===== src/hdl/nps_pkg.sv =====
`timescale 1ns / 1ps
`default_nettype none

package nps_pkg;

  localparam int unsigned SLOTS     = 16;
  localparam int unsigned TIME_BITS = 16;
  localparam int unsigned SLOT_W    = $clog2(SLOTS);
  localparam int unsigned CNT_W     = $clog2(SLOTS + 2);
  localparam int unsigned SEQ_W     = 16;
  localparam int unsigned OUT_W     = 16;
  localparam int unsigned ID_W      = 4;
  localparam int unsigned PRIO_W    = 8;
  localparam int unsigned BURST_W   = 16;

  localparam logic KIND_ARRIVE = 1'b0;
  localparam logic KIND_TICK   = 1'b1;
  localparam logic EV_DONE     = 1'b0;
  localparam logic EV_DROP     = 1'b1;

  typedef struct packed {
    logic [ID_W-1:0]      id;
    logic [PRIO_W-1:0]    prio;
    logic [BURST_W-1:0]   burst;
    logic [TIME_BITS-1:0] arrival;
    logic [SEQ_W-1:0]     seq;
  } entry_t;

  typedef struct packed {
    logic              en;
    logic [SLOT_W-1:0] idx;
    entry_t            entry;
  } wr_req_t;

  typedef struct packed {
    logic              en;
    logic [SLOT_W-1:0] idx;
  } slot_req_t;

  typedef struct packed {
    logic   vld;
    entry_t entry;
  } rd_data_t;

  typedef struct packed {
    logic                 found;
    logic [SLOT_W-1:0]    idx;
    logic [ID_W-1:0]      id;
    logic [BURST_W-1:0]   burst;
    logic [TIME_BITS-1:0] arrival;
  } best_t;

  typedef enum logic [2:0] {
    S_IDLE,
    S_ARRIVE,
    S_TICK,
    S_SCAN,
    S_ADV
  } state_e;

endpackage

`default_nettype wire


===== src/hdl/nps_pick.sv =====
`timescale 1ns / 1ps
`default_nettype none

module nps_pick import nps_pkg::*; (
  input  logic             clk_i,
  input  logic             rst_ni,
  input  logic             clr_i,
  input  slot_req_t        iss_i,
  input  rd_data_t         rd_i,
  input  logic [SEQ_W-1:0] seq_i,
  output best_t            best_o
);

  slot_req_t         iss_q;
  best_t             best_q;
  logic [PRIO_W-1:0] best_prio_q;
  logic [SEQ_W-1:0]  best_age_q;
  logic [SEQ_W-1:0]  age;
  logic              take;

  // Age is taken relative to the current sequence count so that a wrapped
  // sequence number still orders recent arrivals correctly.
  assign age  = seq_i - rd_i.entry.seq;
  assign take = iss_q.en && rd_i.vld &&
                (!best_q.found || (rd_i.entry.prio > best_prio_q) ||
                 ((rd_i.entry.prio == best_prio_q) && (age > best_age_q)));

  always_ff @(posedge clk_i or negedge rst_ni) begin
    if (!rst_ni) begin
      iss_q       <= '0;
      best_q      <= '0;
      best_prio_q <= '0;
      best_age_q  <= '0;
    end else begin
      iss_q <= iss_i;
      if (clr_i) begin
        best_q.found <= 1'b0;
      end else if (take) begin
        best_q.found   <= 1'b1;
        best_q.idx     <= iss_q.idx;
        best_q.id      <= rd_i.entry.id;
        best_q.burst   <= rd_i.entry.burst;
        best_q.arrival <= rd_i.entry.arrival;
        best_prio_q    <= rd_i.entry.prio;
        best_age_q     <= age;
      end
    end
  end

  assign best_o = best_q;

endmodule

`default_nettype wire


===== config.mk =====
export PLATFORM = sky130hd
export DESIGN_NAME = nps_pick
export DESIGN_NICKNAME = d
export VERILOG_FILES = /design/src/hdl/nps_pkg.sv /design/src/hdl/nps_pick.sv
export SDC_FILE = /design/constraint.sdc
export NUM_CORES = 1
export LEC_CHECK = 0
export BUFFER_PORTS_ARGS = -buffer_cell sky130_fd_sc_hd__buf_2
export CELL_PAD_IN_SITES_DETAIL_PLACEMENT = 1
export CELL_PAD_IN_SITES_GLOBAL_PLACEMENT = 1
export CORE_MARGIN = 2
export CORE_UTILIZATION = 40
export CTS_BUF_LIST = sky130_fd_sc_hd__clkbuf_4 sky130_fd_sc_hd__clkbuf_8
export CTS_CLUSTER_DIAMETER = 50
export DETAILED_ROUTE_END_ITERATION = 8
export GPL_ROUTABILITY_DRIVEN = 0
export GPL_TIMING_DRIVEN = 0
export PLACE_DENSITY = 0.93
export SLEW_MARGIN = 30
export SYNTH_ARGS = -nofsm -noshare
export SYNTH_HDL_FRONTEND = slang
export SYNTH_SLANG_ARGS = --single-unit

===== constraint.sdc =====
create_clock -name clk_i -period 3.5 [get_ports clk_i]
set_input_delay 0 -clock clk_i [delete_from_list [all_inputs] [get_ports clk_i]]
set_output_delay 0 -clock clk_i [all_outputs]
set_load 0.02 [all_outputs]

==> reports/metrics.cfg <==
[global_route]
pin_count_of_the_biggest_net_entering_global_routing = 47
antenna_violations_before_repair = 4
global_route.overflow_total = 0
gr-max-usage-layer = met2
gr-usage-all-layers_pct = 24.31
grtUsageMet1_pct = 27.03
use_met3_pct = 7.741
grt_use_met2_pct = 43.95
first_global_vias = 4032
grt_pass1_wl_um = 20700

[sta]
finalWorstSetupSlack_ns = -0.1080
finalClockSkew_ns = 0.01284
worst_slew_pin_slew_ns = 0.3712
relSlewSlack_pct = 75.25
period_share_pct = 103.1
setup_violations = 57
max_clock_freq_ghz = 0.2772
timing_max_transition_violations_final = 0
min_clock_period_post_route_ns = 3.608
holdWs_ns = 0.1079
rsz0062_at_grt = yes
report.final.hold_viol_count = 0

[setup_path]
critPathArrivalTime_ns = 3.84
timing.critical_path.slowest_stage_cell = fa_2
path_delay_family = compound AO/OA/AOI/OAI gates
timing.critical_path.fanout_max = 10
worst_path_largest_cell_delay_ns = 0.37
cp-end-kind = register
crit_path_cells = buf_6 > inv_4 > ha_4 > inv_2 > fa_2 > a211oi_2 > nor2_2 > o31ai_4 > buf_4 > a21oi_2 > xor2_2 > ha_1 > nand4_1 > nor2_1 > a21o_1 > o31a_1 > a211oi_4 > buf_6 > buf_12 > mux2_2
critPathBufInv = 6
setup.worst_path.start_class = primary input
cp_common_cell = buf_6
critical_path_required_ns = 3.74
critical_path_class = in -> reg

[floorplanning]
core-area_mm2 = 0.009684
std_cell_rows = 36
area_of_the_die_mm2 = 0.01074
die_w_um = 103.6
boundaryPins = 126
chipHeight_um = 103.6
initial_utilization_pct = 41.01

[status]
failed_checks = negative setup slack
outcome = finished with violations

[logic_synthesis]
post_synth_edffs = 0
synth_seq_area_share_pct = 44.11
post_synth_instance_area_mm2 = 0.003971
syn_inst = 344
yosysWarnings = 0
avgSynthCellArea_um2 = 11.54
postSynthRegisterBits = 70
synth_cell_types = 43
async_flop_share_pct = 100.0
synth.net_count = 469
synth-main-ff-cell = dfrtp_1

[final_layout]
filler_cell_count = 1025
nNetsFinal = 675
area_added_between_synthesis_and_finish_pct = 51.42
finalCoreUtilization_pct = 62.09
final_layout_size_suffix_gt1_share_pct = 45.41
layout_commonest_cell = buf_2
most-common-layout-cells = buf_2, dfrtp_1, dlygate4sd3_1

[clocking]
cts.htree.levels = 3
cts_max_path_buffers = 2
clk_pin_slew_worst_paths_ns = 0.09
clockRootBuffer = clkbuf_8
number_of_clock_buffers_inserted_by_tritoncts = 9
clkLatencyLatePin_ns = 0.36
cts_sinks = 70
clock_tree_from_tritoncts = built

[routing]
detail_route.wl_per_cell_um = 22.89
drt_first_pass_iters = 4
antenna_violating_nets_post_route = 0
num_vias = 3654
dr.first_iter.drc_count = 103
drt_drc_violations_left = 0
route.detailed.vias_per_inst = 5.280
postRouteWirelength_um = 15840

[placed_design]
port-buffer-count = 125
detailed_place_hpwl_um = 8075

[pwr]
leakage_component_of_the_power_nw = 3.096
power_density_mw_per_mm2 = 654.1
worst_ir_drop_vdd_mv = 0.4454

[flow_run]
drv.max_cap_violation_count = 0

[worst_hold_path]
hold_path.class = in -> async

## final cells by class
cell class                 count  area, um^2  share of cell area (%)
clock buffer                  12       152.6                   2.538
timing repair buffer         195        1334                   22.18
antenna                        4       10.01                  0.1665
inverter                      42       160.2                   2.663
sequential                    70        1752                   29.13
multi-input combinational    225        2306                   38.35
clock inverter                 4       22.52                  0.3745
buffer                         7       110.1                   1.831
tap                          133       166.4                   2.767
## Yosys cell counts (2+ instances only)
master / instances / share of area, %
o21ai_0: 6 / 0.76
nor2b_1: 3 / 0.47
buf_6: 6 / 1.7
a21oi_1: 17 / 2.1
nor3b_1: 2 / 0.38
a21o_1: 7 / 1.3
nand2_1: 7 / 0.66
nor3_1: 4 / 0.50
nor4_1: 2 / 0.32
o21a_1: 2 / 0.38
a21boi_0: 2 / 0.38
and3_1: 2 / 0.32
a211oi_1: 7 / 1.3
o211ai_1: 3 / 0.57
xor2_1: 7 / 1.5
nand4_1: 6 / 0.95
ha_1: 39 / 12
nand3_1: 7 / 0.88
dfrtp_1: 70 / 44
mux2_2: 55 / 16
mux2_1: 8 / 2.3
xnor2_1: 5 / 1.1
inv_1: 42 / 4.0
nor2_1: 16 / 1.5
## cells by family (layout without fill, tap and decap cells)
| family | after synthesis | count (layout) | synth area share, % |
|---|---|---|---|
| fa+ha+maj | 40 | 40 | 12.79 |
| flops | 70 | 70 | 44.11 |
| other cells | 0 | 4 | 0 |
| xor+xnor | 12 | 12 | 2.646 |
| buf+inv | 49 | 260 | 5.765 |
| mux | 64 | 64 | 18.12 |
| compound gates | 56 | 56 | 9.861 |
| simple gates | 53 | 53 | 6.711 |
## sequential cells by signal, indices dropped and copies added, names as in the netlist
name,cells
best_prio_q,8
best_age_q,16
best_o,41
iss_q,5
## repair_timing
item | CTS | global route
endpoints found under the hold margin | 121 | 0
setup buffers | 4 | 11
pin swaps | 5 | 4
gates cloned | 0 | 1
hold buffers | 53 | 0
setup endpoints to repair | 64 | 64
resized for setup | 10 | 78
## stage by stage
step / total power, W / std cells / area [um^2] / TNS, ns / setup WS, ns
6_report: 0.003933 / 692 / 6013 / -3.187 / -0.1080
5_1_grt: 0.004125 / 692 / 6013 / -13.21 / -0.2591
4_1_cts: 0.003487 / 676 / 5580 / -0.01523 / -0.008183
3_5_place_dp: 0.002813 / 603 / 4793 / -49.87 / -0.8312
3_3_place_gp: 0.002663 / 602 / 4771 / -41.75 / -0.6950
2_1_floorplan: 0.002271 / 344 / 3979 / 0 / 0.004059
## per-layer routing
metal | part of all wire [%] | wire length [um]
met1 | 37 | 5856
met2 | 53 | 8463
met3 | 6.6 | 1043
met4 | 3.0 | 476
met5 | 0 | 0
## worst paths after layout
| check | slack, ns | from | cells after the start | to |
|---|---|---|---|---|
| max | -0.11 | seq_i[0] | 20 | best_o[23] |
| min | 0.11 | rst_ni | 2 | best_o[2] |
| max reg2reg | 0.78 | best_age_q[1] | 10 | best_o[23] |
| min reg2reg | 0.51 | iss_q[2] | 1 | best_o[38] |
| max in group asynchronous | 2.81 | rst_ni | 3 | best_o[28] |
| min in group clk_i | 0.20 | seq_i[1] | 3 | best_age_q[1] |
## worst reg2reg max path, cell delays in order (launching register included)
cell and delay, ns:
dfrtp_1 0.39, inv_1 0.06, ha_1 0.32, nor2b_1 0.15, o211ai_1 0.21, a2111oi_2 0.11, o31a_1 0.31, a211oi_4 0.33
buf_6 0.21, buf_12 0.16, mux2_2 0.36
## report_power, final
part | total [W] | switching, W | internal, W
sequential | 0.00138 | 0.000244 | 0.00113
clock | 0.000617 | 0.000328 | 0.000289
combinational | 0.00194 | 0.00102 | 0.000921
total | 0.00393 | 0.00159 | 0.00234
Note: power is estimated with default switching activity, not from simulation.
