[config.mk]
export PLATFORM = sky130hd
export DESIGN_NAME = nps_store
export DESIGN_NICKNAME = d
export VERILOG_FILES = /design/src/hdl/nps_pkg.sv /design/src/hdl/nps_store.sv
export SDC_FILE = /design/constraint.sdc
export NUM_CORES = 1
export LEC_CHECK = 0
export BUFFER_PORTS_ARGS = -buffer_cell sky130_fd_sc_hd__buf_2
export CORE_MARGIN = 1.5
export CORE_UTILIZATION = 60
export CTS_BUF_LIST = sky130_fd_sc_hd__clkbuf_8
export DETAILED_ROUTE_END_ITERATION = 7
export PLACE_DENSITY = 0.81
export RECOVER_POWER = 100
export SYNTH_ARGS = -nofsm -noshare
export SYNTH_HDL_FRONTEND = slang
export SYNTH_SLANG_ARGS = --single-unit
[constraint.sdc]
create_clock -name clk_i -period 4.9 [get_ports clk_i]
set_clock_uncertainty 0.2 [all_clocks]
set_input_delay 0.245 -clock clk_i [delete_from_list [all_inputs] [get_ports clk_i]]
set_output_delay 0.245 -clock clk_i [all_outputs]
set_load 0.02 [all_outputs]
[src/hdl/nps_pkg.sv]
`timescale 1ns / 1ps
`default_nettype none

package nps_pkg;

  localparam int unsigned SLOTS     = 16;
  localparam int unsigned TIME_BITS = 16;
  localparam int unsigned SLOT_W    = $clog2(SLOTS);
  localparam int unsigned CNT_W     = $clog2(SLOTS + 2);
  localparam int unsigned SEQ_W     = 16;
  localparam int unsigned OUT_W     = 16;
  localparam int unsigned ID_W      = 4;
  localparam int unsigned PRIO_W    = 8;
  localparam int unsigned BURST_W   = 16;

  localparam logic KIND_ARRIVE = 1'b0;
  localparam logic KIND_TICK   = 1'b1;
  localparam logic EV_DONE     = 1'b0;
  localparam logic EV_DROP     = 1'b1;

  typedef struct packed {
    logic [ID_W-1:0]      id;
    logic [PRIO_W-1:0]    prio;
    logic [BURST_W-1:0]   burst;
    logic [TIME_BITS-1:0] arrival;
    logic [SEQ_W-1:0]     seq;
  } entry_t;

  typedef struct packed {
    logic              en;
    logic [SLOT_W-1:0] idx;
    entry_t            entry;
  } wr_req_t;

  typedef struct packed {
    logic              en;
    logic [SLOT_W-1:0] idx;
  } slot_req_t;

  typedef struct packed {
    logic   vld;
    entry_t entry;
  } rd_data_t;

  typedef struct packed {
    logic                 found;
    logic [SLOT_W-1:0]    idx;
    logic [ID_W-1:0]      id;
    logic [BURST_W-1:0]   burst;
    logic [TIME_BITS-1:0] arrival;
  } best_t;

  typedef enum logic [2:0] {
    S_IDLE,
    S_ARRIVE,
    S_TICK,
    S_SCAN,
    S_ADV
  } state_e;

endpackage

`default_nettype wire

[src/hdl/nps_store.sv]
`timescale 1ns / 1ps
`default_nettype none

module nps_store import nps_pkg::*; (
  input  logic              clk_i,
  input  logic              rst_ni,
  input  wr_req_t           wr_i,
  input  slot_req_t         clr_i,
  input  slot_req_t         rd_i,
  output rd_data_t          rd_o,
  output logic              free_found_o,
  output logic [SLOT_W-1:0] free_idx_o
);

  logic [SLOTS-1:0] valid_q;
  entry_t           mem_q [SLOTS];
  rd_data_t         rd_q;

  always_ff @(posedge clk_i or negedge rst_ni) begin
    if (!rst_ni) begin
      valid_q <= '0;
    end else begin
      if (wr_i.en) begin
        valid_q[wr_i.idx] <= 1'b1;
      end
      if (clr_i.en) begin
        valid_q[clr_i.idx] <= 1'b0;
      end
    end
  end

  always_ff @(posedge clk_i) begin
    if (wr_i.en) begin
      mem_q[wr_i.idx] <= wr_i.entry;
    end
    if (rd_i.en) begin
      rd_q.entry <= mem_q[rd_i.idx];
      rd_q.vld   <= valid_q[rd_i.idx];
    end
  end

  assign rd_o = rd_q;

  // Lowest-numbered free slot takes the next arrival.
  always_comb begin
    free_found_o = 1'b0;
    free_idx_o   = '0;
    for (int i = SLOTS - 1; i >= 0; i--) begin
      if (!valid_q[i]) begin
        free_found_o = 1'b1;
        free_idx_o   = SLOT_W'(i);
      end
    end
  end

  a_wr_free : assert property (@(posedge clk_i) disable iff (!rst_ni)
    wr_i.en |-> !valid_q[wr_i.idx])
    else $error("write into an occupied slot");

  a_clr_valid : assert property (@(posedge clk_i) disable iff (!rst_ni)
    clr_i.en |-> valid_q[clr_i.idx])
    else $error("dispatch from an empty slot");

  a_no_overlap : assert property (@(posedge clk_i) disable iff (!rst_ni)
    !(wr_i.en && clr_i.en))
    else $error("arrival write and dispatch in the same cycle");

endmodule

`default_nettype wire

==> flow_results.xml <==
<?xml version="1.0" encoding="UTF-8"?>
<metrics>
  <group name="synthesis">
    <metric name="synth_top_family_by_area" unit="">multiplexers</metric>
    <metric name="proportion_of_synthesized_flip_flops_having_asynchronous_set_or_reset" unit="%">1.54</metric>
    <metric name="synth-xor-area-share" unit="%">0</metric>
    <metric name="syn_inst" unit="">1633</metric>
    <metric name="synth_mux_area_share" unit="%">14.2</metric>
    <metric name="synthFlopType" unit="">edfxtp_1</metric>
    <metric name="synth_sequential_area_ratio" unit="%">80.3</metric>
    <metric name="synth.lib_cells_used.distinct" unit="">30</metric>
    <metric name="synth.top_cell.area_share" unit="%">79.3</metric>
    <metric name="synth_fa_ha_area_share" unit="%">0</metric>
    <metric name="cell_taking_the_most_area_after_synthesis" unit="">edfxtp_1</metric>
    <metric name="synth_seq_cells" unit="">1037</metric>
    <metric name="synth-edff-count" unit="">1021</metric>
    <metric name="netlist_area" unit="sq um">38700</metric>
    <metric name="synth_top_cells_by_area" unit="">edfxtp_1, mux4_2, a22oi_1</metric>
    <metric name="syn-num-nets" unit="">1710</metric>
    <metric name="yosysWarnings" unit="">0</metric>
    <metric name="compound_cell_area_share_of_the_yosys_netlist" unit="%">2.88</metric>
    <metric name="simple_gate_share_of_the_synthesized_area" unit="%">1.31</metric>
    <metric name="synth_area_per_cell" unit="sq um">23.7</metric>
  </group>
  <group name="global_routing">
    <metric name="grt.met2_usage" unit="%">42.7</metric>
    <metric name="grt_overflow" unit="">0</metric>
    <metric name="grt_pass1_vias" unit="">20000</metric>
    <metric name="use_met1" unit="%">37.7</metric>
    <metric name="grt_max_degree" unit="">91</metric>
    <metric name="wire_length_of_the_first_global_routing_pass" unit="um">129000</metric>
    <metric name="grt.busiest_layer" unit="">met2</metric>
    <metric name="groute.layer.met3.usage" unit="%">7.45</metric>
    <metric name="initial_antenna_violation_count" unit="">6</metric>
    <metric name="grt_usage" unit="%">27.3</metric>
  </group>
  <group name="timing">
    <metric name="slew_headroom" unit="%">-102</metric>
    <metric name="fin_crit_sh" unit="%">76.8</metric>
    <metric name="max_slew.worst_pin.slew" unit="ns">3.03</metric>
    <metric name="drv_slew" unit="">474</metric>
    <metric name="hold_violations" unit="">0</metric>
    <metric name="post-route-min-period" unit="ns">3.76</metric>
    <metric name="setup_viol_count_final" unit="">0</metric>
    <metric name="unrepaired_setup_endpoints_after_global_routing" unit="">false</metric>
    <metric name="max_clock_freq" unit="MHz">266</metric>
    <metric name="fin_tns_setup" unit="ns">0</metric>
  </group>
  <group name="clock_tree">
    <metric name="insertion_delay" unit="ns">0.80</metric>
    <metric name="tritoncts" unit="">done</metric>
    <metric name="ctsHtreeMaxLevel" unit="">4</metric>
    <metric name="cts_hold_buffers" unit="">75</metric>
    <metric name="clk_pin_slew" unit="ns">0.07</metric>
    <metric name="numCtsBuffers" unit="">155</metric>
    <metric name="postCtsSetupRepairBufs" unit="">0</metric>
    <metric name="clk_root_buffer_cell" unit="">clkbuf_8</metric>
    <metric name="tritoncts_num_sinks" unit="">1037</metric>
    <metric name="post_cts_resized" unit="">0</metric>
    <metric name="ctsLongestPathBuffers" unit="">3</metric>
  </group>
  <group name="pwr">
    <metric name="power_per_cell_area" unit="nW/um^2">400</metric>
    <metric name="cellLeakagePower" unit="nW">14.0</metric>
    <metric name="irDropWorstVdd" unit="mV">0.256</metric>
  </group>
  <group name="drt">
    <metric name="avgRoutedWirePerCell" unit="um">29.9</metric>
    <metric name="vias" unit="">19100</metric>
    <metric name="dr.first_iter.drc_count" unit="">2473</metric>
    <metric name="post-route-drc-count" unit="">0</metric>
    <metric name="drt.antenna.violating_nets" unit="">0</metric>
    <metric name="drt_pass1_iterations" unit="">5</metric>
    <metric name="detail_route.wirelength" unit="um">87700</metric>
    <metric name="routed_via_density" unit="">6.53</metric>
  </group>
  <group name="setup_path">
    <metric name="cp_cell_sequence" unit="">dlygate4sd3_1 &gt; clkbuf_1 &gt; nand2b_1 &gt; nor2_1 &gt; clkbuf_2</metric>
    <metric name="criticalPathCategory" unit="">primary input to flip-flop</metric>
    <metric name="worst-endpoint-arrival" unit="ns">3.97</metric>
    <metric name="path_max_fanout" unit="">23</metric>
    <metric name="crit_path_max_incr_delay" unit="ns">1.73</metric>
    <metric name="critical_path.endpoint_type" unit="">flip-flop</metric>
    <metric name="critPathLaunchType" unit="">primary input</metric>
    <metric name="crit_slowest_cell" unit="">nor2_1</metric>
    <metric name="cp.required" unit="ns">5.11</metric>
  </group>
  <group name="floorplanning">
    <metric name="ios" unit="">143</metric>
    <metric name="start_util" unit="%">61.0</metric>
    <metric name="coreArea" unit="sq um">63400</metric>
    <metric name="placement_rows" unit="">92</metric>
    <metric name="die_y" unit="um">257</metric>
    <metric name="dieWidth" unit="um">257</metric>
    <metric name="design.die.area" unit="sq um">66000</metric>
  </group>
  <group name="job">
    <metric name="maxCapViolCount" unit="">15</metric>
  </group>
  <group name="placement">
    <metric name="place_area" unit="sq um">40600</metric>
    <metric name="dp_hpwl" unit="um">42700</metric>
    <metric name="placement.io_buffers" unit="">142</metric>
    <metric name="gp_routability_congestion" unit="">0.801</metric>
  </group>
  <group name="final_layout">
    <metric name="design_area" unit="sq um">43800</metric>
    <metric name="fillcell_total" unit="">3526</metric>
    <metric name="syn_to_final_growth" unit="%">13.3</metric>
    <metric name="design.final.nets" unit="">2043</metric>
    <metric name="final_layout_size_suffix_gt1_share" unit="%">23.5</metric>
  </group>
  <group name="outcome">
    <metric name="run_status" unit="">finished, violations left</metric>
    <metric name="violations" unit="">max-capacitance violations, max-slew violations</metric>
  </group>
  <group name="hold_path">
    <metric name="timing.hold.worst.class" unit="">primary input to flip-flop</metric>
  </group>
</metrics>
## power by group
group          internal [W]  switching [W]  leakage [nW]
Sequential           0.0100       0.000121          9.47
Clock               0.00322        0.00313          1.61
Combinational      0.000415       0.000613          2.97
## worst paths after layout
path	from	end	slack, ns	cells after the start
max in group asynchronous	rst_ni	valid_q[5]	3.67	3
max	wr_i[62]	mem_q[9][3]	1.14	5
min	wr_i[60]	mem_q[4][37]	0.07	3
max reg2reg	mem_q[11][47]	rd_o[47]	3.11	3
min in group asynchronous	rst_ni	valid_q[2]	0.37	3
min reg2reg	valid_q[9]	valid_q[9]	0.41	1
## Yosys cell counts, types with 2 or more instances
| library cell | number |
|---|---|
| a21oi_1 | 2 |
| a22oi_1 | 122 |
| a31oi_1 | 6 |
| buf_1 | 2 |
| buf_2 | 24 |
| buf_4 | 5 |
| buf_6 | 16 |
| clkbuf_1 | 36 |
| dfrtp_1 | 16 |
| edfxtp_1 | 1021 |
| inv_1 | 5 |
| mux4_2 | 244 |
| nand2_1 | 71 |
| nand2b_1 | 4 |
| nand3_1 | 2 |
| nand3b_1 | 4 |
| nand4_1 | 3 |
| nor2_1 | 20 |
| nor2b_1 | 3 |
| nor3_1 | 6 |
| o2111ai_1 | 2 |
| o22a_1 | 9 |
| o32a_1 | 3 |
## worst max-delay path: cells and delay by family
family,cells,cell delay [ns]
buf+inv,3,1.68
simple gates,2,2.02
## state kept, by name, indices dropped and copies added (netlist names)
name / count
mem_q: 960
rd_o: 61
valid_q: 16
## per-layer routing
layer / wire [um] / part of all wire (%)
met1: 31700 / 36
met2: 43600 / 50
met3: 9820 / 11
met4: 2450 / 2.8
met5: 22 / 0.025
## cell usage in the layout (no fill, tap or decap), types with 5 or more instances in the layout
cell           netlist  layout
clkbuf_1            36     133
clkinv_2             0       9
a22oi_1            122     122
clkbuf_8             0     163
nand2_1             71      71
dfrtp_1             16      16
nor2_4               0       6
clkinv_1             0      35
nor2_1              20      14
mux4_2             244     244
inv_1                5      59
buf_4                5      22
o22a_1               9       9
a31oi_1              6       6
buf_12               0       9
edfxtp_1          1021    1021
dlygate4sd3_1        0      75
buf_2               24      12
diode_2              0       5
clkbuf_2             0       7
## metrics by stage
step / cells / total power, W / worst slack, ns / utilization (%) / hold slack [ns]
2_1_floorplan: 1633 / 0.0109 / 0.959 / - / -0.251
3_3_place_gp: 2580 / 0.0112 / 2.20 / 64.0 / -0.0449
3_5_place_dp: 2580 / 0.0113 / 2.10 / 64.0 / -0.0341
4_1_cts: 2926 / 0.0176 / 2.22 / 69.6 / 0.0452
5_1_grt: 2930 / 0.0180 / 1.04 / 69.1 / 0.0552
6_report: 2931 / 0.0175 / 1.14 / 69.1 / 0.0693
## layout make-up
| class | count | area (sq um) | share of cell area (%) |
|---|---|---|---|
| Antenna cell | 5 | 12.5 | 0.0286 |
| Clock buffer | 163 | 2240 | 5.12 |
| Clock inverter | 108 | 526 | 1.20 |
| Inverter | 5 | 18.8 | 0.0428 |
| Multi-Input combinational cell | 508 | 7200 | 16.4 |
| Sequential cell | 1037 | 31100 | 70.9 |
| Tap cell | 846 | 1060 | 2.42 |
| Timing Repair Buffer | 259 | 1710 | 3.89 |
## kinds of logic after synthesis
family | Yosys count
DFF | 1037
muxes | 244
AOI/OAI and AO/OA | 147
and+or+nand+nor | 117
buffers and inverters | 88
No activity file was read; power rests on OpenSTA's default activity.
